[src/rtl/ssh_pkg.sv]
// ----------------------------------------------------------------------------
// SHA-256 stream hasher package
// Round constants, initial hash values and the controller state type.
// ----------------------------------------------------------------------------
package ssh_pkg;

  // Padding constants.
  localparam logic [7:0] PAD_MARK   = 8'h80;
  localparam logic [5:0] LENGTH_POS = 6'd56;
  localparam logic [5:0] LAST_POS   = 6'd63;

  // Input operation codes.
  localparam logic OP_ABSORB = 1'b0;
  localparam logic OP_FINISH = 1'b1;

  // Controller states, one-hot.
  typedef enum logic [5:0] {
    ST_IDLE  = 6'b000001,
    ST_PAD   = 6'b000010,
    ST_CLOAD = 6'b000100,
    ST_CRND  = 6'b001000,
    ST_CFIN  = 6'b010000,
    ST_EMIT  = 6'b100000
  } state_e;

  typedef logic [31:0] word_t;

  localparam word_t INIT_HASH [8] = '{
    32'h6a09e667, 32'hbb67ae85, 32'h3c6ef372, 32'ha54ff53a,
    32'h510e527f, 32'h9b05688c, 32'h1f83d9ab, 32'h5be0cd19
  };

  localparam word_t ROUND_K [64] = '{
    32'h428a2f98, 32'h71374491, 32'hb5c0fbcf, 32'he9b5dba5,
    32'h3956c25b, 32'h59f111f1, 32'h923f82a4, 32'hab1c5ed5,
    32'hd807aa98, 32'h12835b01, 32'h243185be, 32'h550c7dc3,
    32'h72be5d74, 32'h80deb1fe, 32'h9bdc06a7, 32'hc19bf174,
    32'he49b69c1, 32'hefbe4786, 32'h0fc19dc6, 32'h240ca1cc,
    32'h2de92c6f, 32'h4a7484aa, 32'h5cb0a9dc, 32'h76f988da,
    32'h983e5152, 32'ha831c66d, 32'hb00327c8, 32'hbf597fc7,
    32'hc6e00bf3, 32'hd5a79147, 32'h06ca6351, 32'h14292967,
    32'h27b70a85, 32'h2e1b2138, 32'h4d2c6dfc, 32'h53380d13,
    32'h650a7354, 32'h766a0abb, 32'h81c2c92e, 32'h92722c85,
    32'ha2bfe8a1, 32'ha81a664b, 32'hc24b8b70, 32'hc76c51a3,
    32'hd192e819, 32'hd6990624, 32'hf40e3585, 32'h106aa070,
    32'h19a4c116, 32'h1e376c08, 32'h2748774c, 32'h34b0bcb5,
    32'h391c0cb3, 32'h4ed8aa4a, 32'h5b9cca4f, 32'h682e6ff3,
    32'h748f82ee, 32'h78a5636f, 32'h84c87814, 32'h8cc70208,
    32'h90befffa, 32'ha4506ceb, 32'hbef9a3f7, 32'hc67178f2
  };

endpackage

[src/rtl/sha256_stream_hasher_top.sv]
// ----------------------------------------------------------------------------
// SHA-256 stream hasher
// Absorbs one message byte per beat into a block memory, compresses each full
// block in 64 rounds and pads the message on finish.
// ----------------------------------------------------------------------------
// The 64th byte of a block starts a compression (load, 64 rounds, hash update),
//   during which input beats are stalled.
// A finish beat writes the padding one byte per cycle up to the block end,
//   runs one or two compressions, then shows 8 digest beats.
// Reset: asynchronous, active low; the hash returns to its initial values and
//   the counters clear. Block memory contents are not reset.
module sha256_stream_hasher_top (
  input  logic        clk_i,
  input  logic        rst_ni,
  input  logic        in_valid_i,
  output logic        in_stall_o,
  input  logic        operation_i,
  input  logic [7:0]  data_byte_i,
  output logic        out_valid_o,
  input  logic        out_stall_i,
  output logic [31:0] digest_word_o,
  output logic        last_word_o
);

  ssh_pkg::state_e state_q, state_d;

  ssh_pkg::word_t hash_q [8];
  ssh_pkg::word_t v_q    [8];
  ssh_pkg::word_t win_q  [16];

  logic [5:0]  count_q;
  logic [63:0] bits_q;
  logic [5:0]  rnd_q;
  logic        pad_q;
  logic        final_q;
  logic        mark_q;
  logic [2:0]  idx_q;

  // Block memory, 16 big-endian words written one byte at a time.
  logic [31:0] buf_mem [16];
  logic        mem_we;
  logic [5:0]  mem_waddr;
  logic [7:0]  mem_wdata;
  logic [3:0]  mem_raddr;
  logic [31:0] mem_rdata_q;

  logic in_acc;
  logic out_acc;

  assign in_acc  = in_valid_i && !in_stall_o;
  assign out_acc = out_valid_o && !out_stall_i;

  assign in_stall_o    = (state_q != ssh_pkg::ST_IDLE);
  assign out_valid_o   = (state_q == ssh_pkg::ST_EMIT);
  assign digest_word_o = hash_q[idx_q];
  assign last_word_o   = (idx_q == 3'd7);

  // Padding byte: the mark first, the bit length at the tail of the last block.
  logic [7:0] fill_byte;
  always_comb begin
    fill_byte = 8'h00;
    if (mark_q) begin
      fill_byte = ssh_pkg::PAD_MARK;
    end else if (final_q && count_q >= ssh_pkg::LENGTH_POS) begin
      fill_byte = bits_q[8 * (7 - count_q[2:0]) +: 8];
    end
  end

  // Memory write and read port selection.
  always_comb begin
    mem_we    = 1'b0;
    mem_waddr = count_q;
    mem_wdata = data_byte_i;
    if (in_acc && operation_i == ssh_pkg::OP_ABSORB) begin
      mem_we = 1'b1;
    end else if (state_q == ssh_pkg::ST_PAD) begin
      mem_we    = 1'b1;
      mem_wdata = fill_byte;
    end
    mem_raddr = (state_q == ssh_pkg::ST_CRND) ? (rnd_q[3:0] + 4'd1) : 4'd0;
  end

  always_ff @(posedge clk_i) begin
    if (mem_we) begin
      buf_mem[mem_waddr[5:2]][8 * (3 - mem_waddr[1:0]) +: 8] <= mem_wdata;
    end
    mem_rdata_q <= buf_mem[mem_raddr];
  end

  // Message schedule word and one compression round.
  ssh_pkg::word_t wt, s0, s1, big0, big1, ch, maj, t1, t2;
  always_comb begin
    s0 = {win_q[1][6:0], win_q[1][31:7]} ^ {win_q[1][17:0], win_q[1][31:18]}
         ^ (win_q[1] >> 3);
    s1 = {win_q[14][16:0], win_q[14][31:17]} ^ {win_q[14][18:0], win_q[14][31:19]}
         ^ (win_q[14] >> 10);
    wt = (rnd_q < 6'd16) ? mem_rdata_q : (s1 + win_q[9] + s0 + win_q[0]);
    big1 = {v_q[4][5:0], v_q[4][31:6]} ^ {v_q[4][10:0], v_q[4][31:11]}
           ^ {v_q[4][24:0], v_q[4][31:25]};
    ch   = (v_q[4] & v_q[5]) ^ (~v_q[4] & v_q[6]);
    t1   = v_q[7] + big1 + ch + ssh_pkg::ROUND_K[rnd_q] + wt;
    big0 = {v_q[0][1:0], v_q[0][31:2]} ^ {v_q[0][12:0], v_q[0][31:13]}
           ^ {v_q[0][21:0], v_q[0][31:22]};
    maj  = (v_q[0] & v_q[1]) ^ (v_q[0] & v_q[2]) ^ (v_q[1] & v_q[2]);
    t2   = big0 + maj;
  end

  // Next state.
  always_comb begin
    state_d = state_q;
    case (state_q)
      ssh_pkg::ST_IDLE: begin
        if (in_acc) begin
          if (operation_i == ssh_pkg::OP_FINISH) begin
            state_d = ssh_pkg::ST_PAD;
          end else if (count_q == ssh_pkg::LAST_POS) begin
            state_d = ssh_pkg::ST_CLOAD;
          end
        end
      end
      ssh_pkg::ST_PAD: begin
        if (count_q == ssh_pkg::LAST_POS) state_d = ssh_pkg::ST_CLOAD;
      end
      ssh_pkg::ST_CLOAD: state_d = ssh_pkg::ST_CRND;
      ssh_pkg::ST_CRND: begin
        if (rnd_q == 6'd63) state_d = ssh_pkg::ST_CFIN;
      end
      ssh_pkg::ST_CFIN: begin
        if (!pad_q)       state_d = ssh_pkg::ST_IDLE;
        else if (final_q) state_d = ssh_pkg::ST_EMIT;
        else              state_d = ssh_pkg::ST_PAD;
      end
      ssh_pkg::ST_EMIT: begin
        if (out_acc && idx_q == 3'd7) state_d = ssh_pkg::ST_IDLE;
      end
      default: state_d = ssh_pkg::ST_IDLE;
    endcase
  end

  // Control and hash registers.
  always_ff @(posedge clk_i or negedge rst_ni) begin
    if (!rst_ni) begin
      state_q <= ssh_pkg::ST_IDLE;
      count_q <= '0;
      bits_q  <= '0;
      rnd_q   <= '0;
      pad_q   <= 1'b0;
      final_q <= 1'b0;
      mark_q  <= 1'b0;
      idx_q   <= '0;
      for (int i = 0; i < 8; i++) hash_q[i] <= ssh_pkg::INIT_HASH[i];
    end else begin
      state_q <= state_d;
      case (state_q)
        ssh_pkg::ST_IDLE: begin
          if (in_acc) begin
            if (operation_i == ssh_pkg::OP_FINISH) begin
              pad_q   <= 1'b1;
              mark_q  <= 1'b1;
              final_q <= (count_q < ssh_pkg::LENGTH_POS);
            end else begin
              count_q <= count_q + 6'd1;
              bits_q  <= bits_q + 64'd8;
            end
          end
        end
        ssh_pkg::ST_PAD: begin
          mark_q  <= 1'b0;
          count_q <= count_q + 6'd1;
        end
        ssh_pkg::ST_CLOAD: rnd_q <= '0;
        ssh_pkg::ST_CRND:  rnd_q <= rnd_q + 6'd1;
        ssh_pkg::ST_CFIN: begin
          for (int i = 0; i < 8; i++) hash_q[i] <= hash_q[i] + v_q[i];
          if (pad_q) final_q <= 1'b1;
          idx_q <= '0;
        end
        ssh_pkg::ST_EMIT: begin
          if (out_acc) begin
            idx_q <= idx_q + 3'd1;
            if (idx_q == 3'd7) begin
              for (int i = 0; i < 8; i++) hash_q[i] <= ssh_pkg::INIT_HASH[i];
              count_q <= '0;
              bits_q  <= '0;
              pad_q   <= 1'b0;
              final_q <= 1'b0;
            end
          end
        end
        default: ;
      endcase
    end
  end

  // Working variables and the schedule window.
  always_ff @(posedge clk_i) begin
    if (state_q == ssh_pkg::ST_CLOAD) begin
      for (int i = 0; i < 8; i++) v_q[i] <= hash_q[i];
    end else if (state_q == ssh_pkg::ST_CRND) begin
      v_q[7] <= v_q[6];
      v_q[6] <= v_q[5];
      v_q[5] <= v_q[4];
      v_q[4] <= v_q[3] + t1;
      v_q[3] <= v_q[2];
      v_q[2] <= v_q[1];
      v_q[1] <= v_q[0];
      v_q[0] <= t1 + t2;
      for (int i = 0; i < 15; i++) win_q[i] <= win_q[i + 1];
      win_q[15] <= wt;
    end
  end

endmodule

[config.mk]
export PLATFORM = sky130hd
export DESIGN_NAME = sha256_stream_hasher_top
export DESIGN_NICKNAME = d
export VERILOG_FILES = /design/src/rtl/ssh_pkg.sv /design/src/rtl/sha256_stream_hasher_top.sv
export SDC_FILE = /design/constraint.sdc
export NUM_CORES = 2
export LEC_CHECK = 0
export BUFFER_PORTS_ARGS = -buffer_cell sky130_fd_sc_hd__buf_4
export CORE_AREA = 2 2 494 496
export DETAILED_ROUTE_END_ITERATION = 10
export DIE_AREA = 0 0 496 498
export HOLD_SLACK_MARGIN = 0.15
export PLACE_DENSITY = 0.55
export SLEW_MARGIN = 20
export SYNTH_ARGS = -nofsm -noshare
export SYNTH_HDL_FRONTEND = slang
export SYNTH_SLANG_ARGS = --single-unit
[constraint.sdc]
create_clock -name clk_i -period 21.9 [get_ports clk_i]
set_clock_uncertainty 0.2 [all_clocks]
set_input_delay 4.38 -clock clk_i [delete_from_list [all_inputs] [get_ports clk_i]]
set_output_delay 4.38 -clock clk_i [all_outputs]
set_load 0.02 [all_outputs]
======== After elaboration in Yosys (flattened, before gate mapping) ========
Memory sizes are Yosys's and may differ from the RTL's. A register that Yosys moved wholly into a read port is not among the register bits.
Index checks and enable logic that the tools add are counted.
storage, ports and cells
  flip-flop bits (word level) ............. 344
  bits in writable memories ............... 1280
  memory bits (read-only) ................. 2048
  bits of input ports ..................... 13
  output and inout port bits .............. 35
  logic and storage cells ................. 183
  memories ................................ 4
cells by class
  add/subtract/negate cells ............... 26
  $lt $le $gt $ge ......................... 5
  eq/ne operators ......................... 18
  shift operators ......................... 3
  muxes and demuxes ....................... 62
  bitwise gates (word level) .............. 28
  reductions and logical operators ........ 21
memory list
  name             depth  bits a word  rd ports  clocked after memory_dff  write ports  RTL line                         source
  (no name shown)  64     32           1         0                         0            sha256_stream_hasher_top.sv:101  t1 = v_q[7] + big1 + ch + ssh_pkg::ROUND_K[rnd_q] + wt;
  buf_mem          16     32           1         1                         1            sha256_stream_hasher_top.sv:40   logic [31:0] buf_mem [16];
  win_q            16     32           16        0                         16           sha256_stream_hasher_top.sv:29   ssh_pkg::word_t win_q [16];
  v_q              8      32           8         0                         8            sha256_stream_hasher_top.sv:28   ssh_pkg::word_t v_q [8];
operator list
  operator                 count
  $add 32x32->32           18
  $mux 256                 2
  $pmux 256 s2             1
  $mux 32                  14
  $xor 32x32->32           9
  $mux 64                  4
  $and 32x32->32           5
  $pmux 64 s2              1
  $bmux 32 s3              1
  $mux 6                   11
  $add 64x4->64 const B    1
  $shiftx 64x33->8         1
  $pmux 6 s6               1
  $neg 32->34              1
  $shift 8x34->32 const A  1
  $shiftx 8x34->32         1
  $mux 8                   4
  $not 32->32              1
  $xor 32x22->32           1
  $xor 32x29->32           1
  $eq 6x6->1 const B       3
  $pmux 6 s3               1
  $mux 1                   15
  $reduce_and 5->1         3
  36 further kinds         62

======== Logic depth before layout (Yosys ltp) ========
  word-level depth ........................ 9
  gate-level depth with buffers ........... 45

======== Worst setup path after synthesis ========
OpenSTA, ideal clock, no wires.
  path type ............................... register to register
  start ................................... reg state_q[4]
  end ..................................... mem win_q[0][0] in the netlist's numbering, enable pin
  setup time .............................. 1.077 ns
  arrival time ............................ 15.338 ns
  data required time ...................... 20.623 ns
  path slack .............................. 5.285 ns
  stages on the path, launching flop included .. 7
  path buffers ............................ 3
  period minus slack after synthesis ...... 16.615 ns
  path through ............................ dfrtp_1 > clkbuf_1 > nor3_1 > nand3_1 > clkinv_1 > clkbuf_1 > clkbuf_1
RTL lines
  element                 RTL line                         source
  start, declared         sha256_stream_hasher_top.sv:25   ssh_pkg::state_e state_q, state_d;
  start signal, assigned  sha256_stream_hasher_top.sv:143  state_q <= ssh_pkg::ST_IDLE;
  start signal, assigned  sha256_stream_hasher_top.sv:153  state_q <= state_d;
  end, declared           sha256_stream_hasher_top.sv:29

==> key figures <==
GRT
  – First-pass GRT wire length: 423 mm
  – Largest net degree at the start of global routing: 195
  – Initial antenna violation count: 8
  – Grt total ovfl: 0
  – Tot GR Track Use: 0.229
  – Vias in the first global route: around 62000

Critical path
  – CP max FO: 6
  – Buf/Inv on CP: 4
  – Most frequent cell on the critical path: fa_1
  – CP endpoint kind: register
  – CP delay by family, top: compound AO/OA/AOI/OAI gates
  – Critical-path top delay cell: o21ai_0
  – Crit start category: register
  – CP required: 22410 ps
  – Worst path max stage delay: approximately 790 ps
  – CP arrival: 12810 ps
  – Crit Path Category: register to register

Place
  – Setup Slack @ Placement: 9950 ps
  – IO Port Bufs: 47
  – HPWL Detailed: 202 mm
  – Placed insts: between 10000 and 15000
  – GP Congestion: ~0.93

Finish
  – Layout cell share with drive strength beyond 1: 0.0937
  – Finished Layout Cells: 11530
  – Area growth from synthesis to layout: 10.9%
  – Fin nets: between 8000 and 9000
  – Filler instances: roughly 23000
  – Fin util: 0.420

Clock tree
  – Cts hold-fix bufs: 0
  – Worst-skew pair later-pin latency: around 870 ps
  – Max clock buf depth: 3
  – Post_cts resized: 0
  – Clock Tree Root: clkbuf_16
  – H-tree depth: 4
  – Setup bufs post-CTS: 0
  – Sink Count: 1653
  – Clock transition at path regs: approximately 60 ps
  – CTS tree: built
  – Clock buffer count from CTS: between 150 and 200

Timing
  – Setup_tns: 0 ps
  – Worst rel slew slack: 0.204
  – Final worst path period share: 0.562
  – Tmin final: around 12000 ps
  – Fin. max-slew vios: 0
  – Final worst setup slack: 9600 ps
  – Hold Slack: roughly 170 ps
  – RSZ-0062 raised after global routing: false
  – Actual slew at the worst max-slew pin: ~1200 ps
  – F_max: 81.3 MHz
  – Final setup viols: 0
  – Final Hold Violating Endpoints: 0

Run status
  – Status: finished, final reports clean

Detailed routing
  – Overall via count from detail_route: roughly 65000
  – Vias per cell: ~5.6
  – DRC viols: 0
  – Detailed Routing Iterations Pass 1: 6
  – Initial DRC Count: ~6400
  – Drt total wl: between 200 and 300 mm
  – Post-route ant nets: 0
  – Post-DR wirelength/cell: between 20 and 25 um

Floorplanning
  – Ports: 48
  – Core Area: around 0.24 mm^2
  – Initial Utilization: 0.378
  – DIE AREA: approximately 0.25 mm^2
  – Die height: around 500 um
  – Rows: roughly 180
  – Die Wd: a little under 500 um

Yosys
  – Share of the synthesized area in the top cell type: 0.420
  – Syn avg cell area: 11.1 um^2
  – Cells after Synth: around 8300
  – EDFF count, synth: about 1300
  – Ys async rst share: 0.206
  – YS warnings: 0
  – Synth Register Bits: about 1700
  – Syn nets: 8891
  – Mapped cell area: ~0.09 mm^2
  – Register area share after synthesis: 0.522
  – Synth top area cells: edfxtp_1 (42%), ha_1 (5.7%), dfrtp_1 (5.6%)
  – Post-synth cell types: between 90 and 100
  – Synth area leader: edfxtp_1
  – Primary FF master, synth: edfxtp_1

Power and ir drop
  – PwrDens: 81.5 mW/mm^2
  – Peak VDD IR: ~0.067 mV
  – Leak Pwr: 0.0389 uW

Worst hold path
  – Hold Path Class: register to register

Run
  – Max-cap violations: 0
==> cell usage after synthesis, types with 197 or more instances <==
library cell and n:
a211oi_1 226, a21oi_1 527, clkbuf_1 376, dfrtp_1 204
edfxtp_1 1280, fa_1 197, ha_1 415, inv_1 386
nand2_1 1214, nor2_1 469, o21ai_0 508, xnor2_1 403
xor2_1 217
==> cell type report <==
cell class	count	area, um^2	area share
flip-flops and latches	1653	47800	0.471
multi-input cells	5805	40800	0.402
clock buffers	240	5040	0.0497
well taps	3202	4010	0.0395
inverters	388	1480	0.0145
clock inverters	105	1250	0.0123
repair buffers	132	1100	0.0108
diodes	5	12.5	0.000123
==> cells by family (layout without fill, tap and decap cells) <==
group | count (synthesis) | after routing | share of synthesized area
muxes | 181 | 181 | 0.0321
xor gates and xnor gates | 620 | 620 | 0.0593
other | 0 | 5 | 0
AOI/OAI and AO/OA | 1970 | 1970 | 0.135
buffers and inverters | 808 | 865 | 0.0333
adders and majority gates | 632 | 632 | 0.102
and+or+nand+nor | 2402 | 2402 | 0.116
DFF | 1653 | 1653 | 0.522
==> final timing paths <==
check | start | end | slack [ps] | cells after the start
setup / recovery | win_q[1][210] | v_q[0][31] | 9600 | 45
hold / removal | win_q[1][22] | win_q[0][246] | 170 | 0
setup reg to reg | win_q[1][210] | v_q[0][31] | 9600 | 45
hold reg to reg | win_q[1][22] | win_q[0][246] | 170 | 0
max in group asynchronous | rst_ni | bits_q[52] | 16230 | 3
min in group asynchronous | rst_ni | hash_q[211] | 3240 | 1
==> state kept, by name, indices dropped and copies added (netlist names) <==
signal and count:
rnd_q 6, idx_q 3, mem_rdata_q 32, v_q 256, hash_q 256, state_q 6, win_q 512, pad_q 1
count_q 6, mark_q 1, bits_q 61, buf_mem 512, final_q 1
==> cell usage in the layout, fill, tap and decap left out, drive strengths merged, types with 83 or more instances in the layout <==
cell and instances:
edfxtp 1280, nand2 1218, a21oi 527, o21ai 521, nor2 472, ha 415
xnor2 403, inv 392, clkbuf 240, a211oi 226, xor2 217, dfrtp 204
fa 197, a21o 171, and2 146, nand3 143, dfstp 137, buf 132
nor3 120, a31oi 111, mux4 83
==> metrics by stage <==
stage | area [um^2] | power (uW)
CTS | 101000 | 8330
floorplan | 91500 | 4610
detailed placement | 95200 | 5100
global route | 102000 | 8590
global placement | 95200 | 5080
finish | 102000 | 8270
==> routing by layer <==
| metal | GRT usage | up-vias | routed length (um) |
|---|---|---|---|
| met3 | 0.0308 | 377 | 16800 |
| met4 | 0.0649 | 0 | 8340 |
| met2 | 0.350 | 2013 | 128000 |
| met1 | 0.338 | 32610 | 134000 |
| met5 | 0 | - | 0 |
| li1 | - | 29576 | - |
==> power breakdown <==
part           total [uW]  internal [uW]  switching (uW)
logic                1450            540             914
clock network        3220           1850            1370
registers            3600           3520            80.7
(Power assumes the default switching activity.)
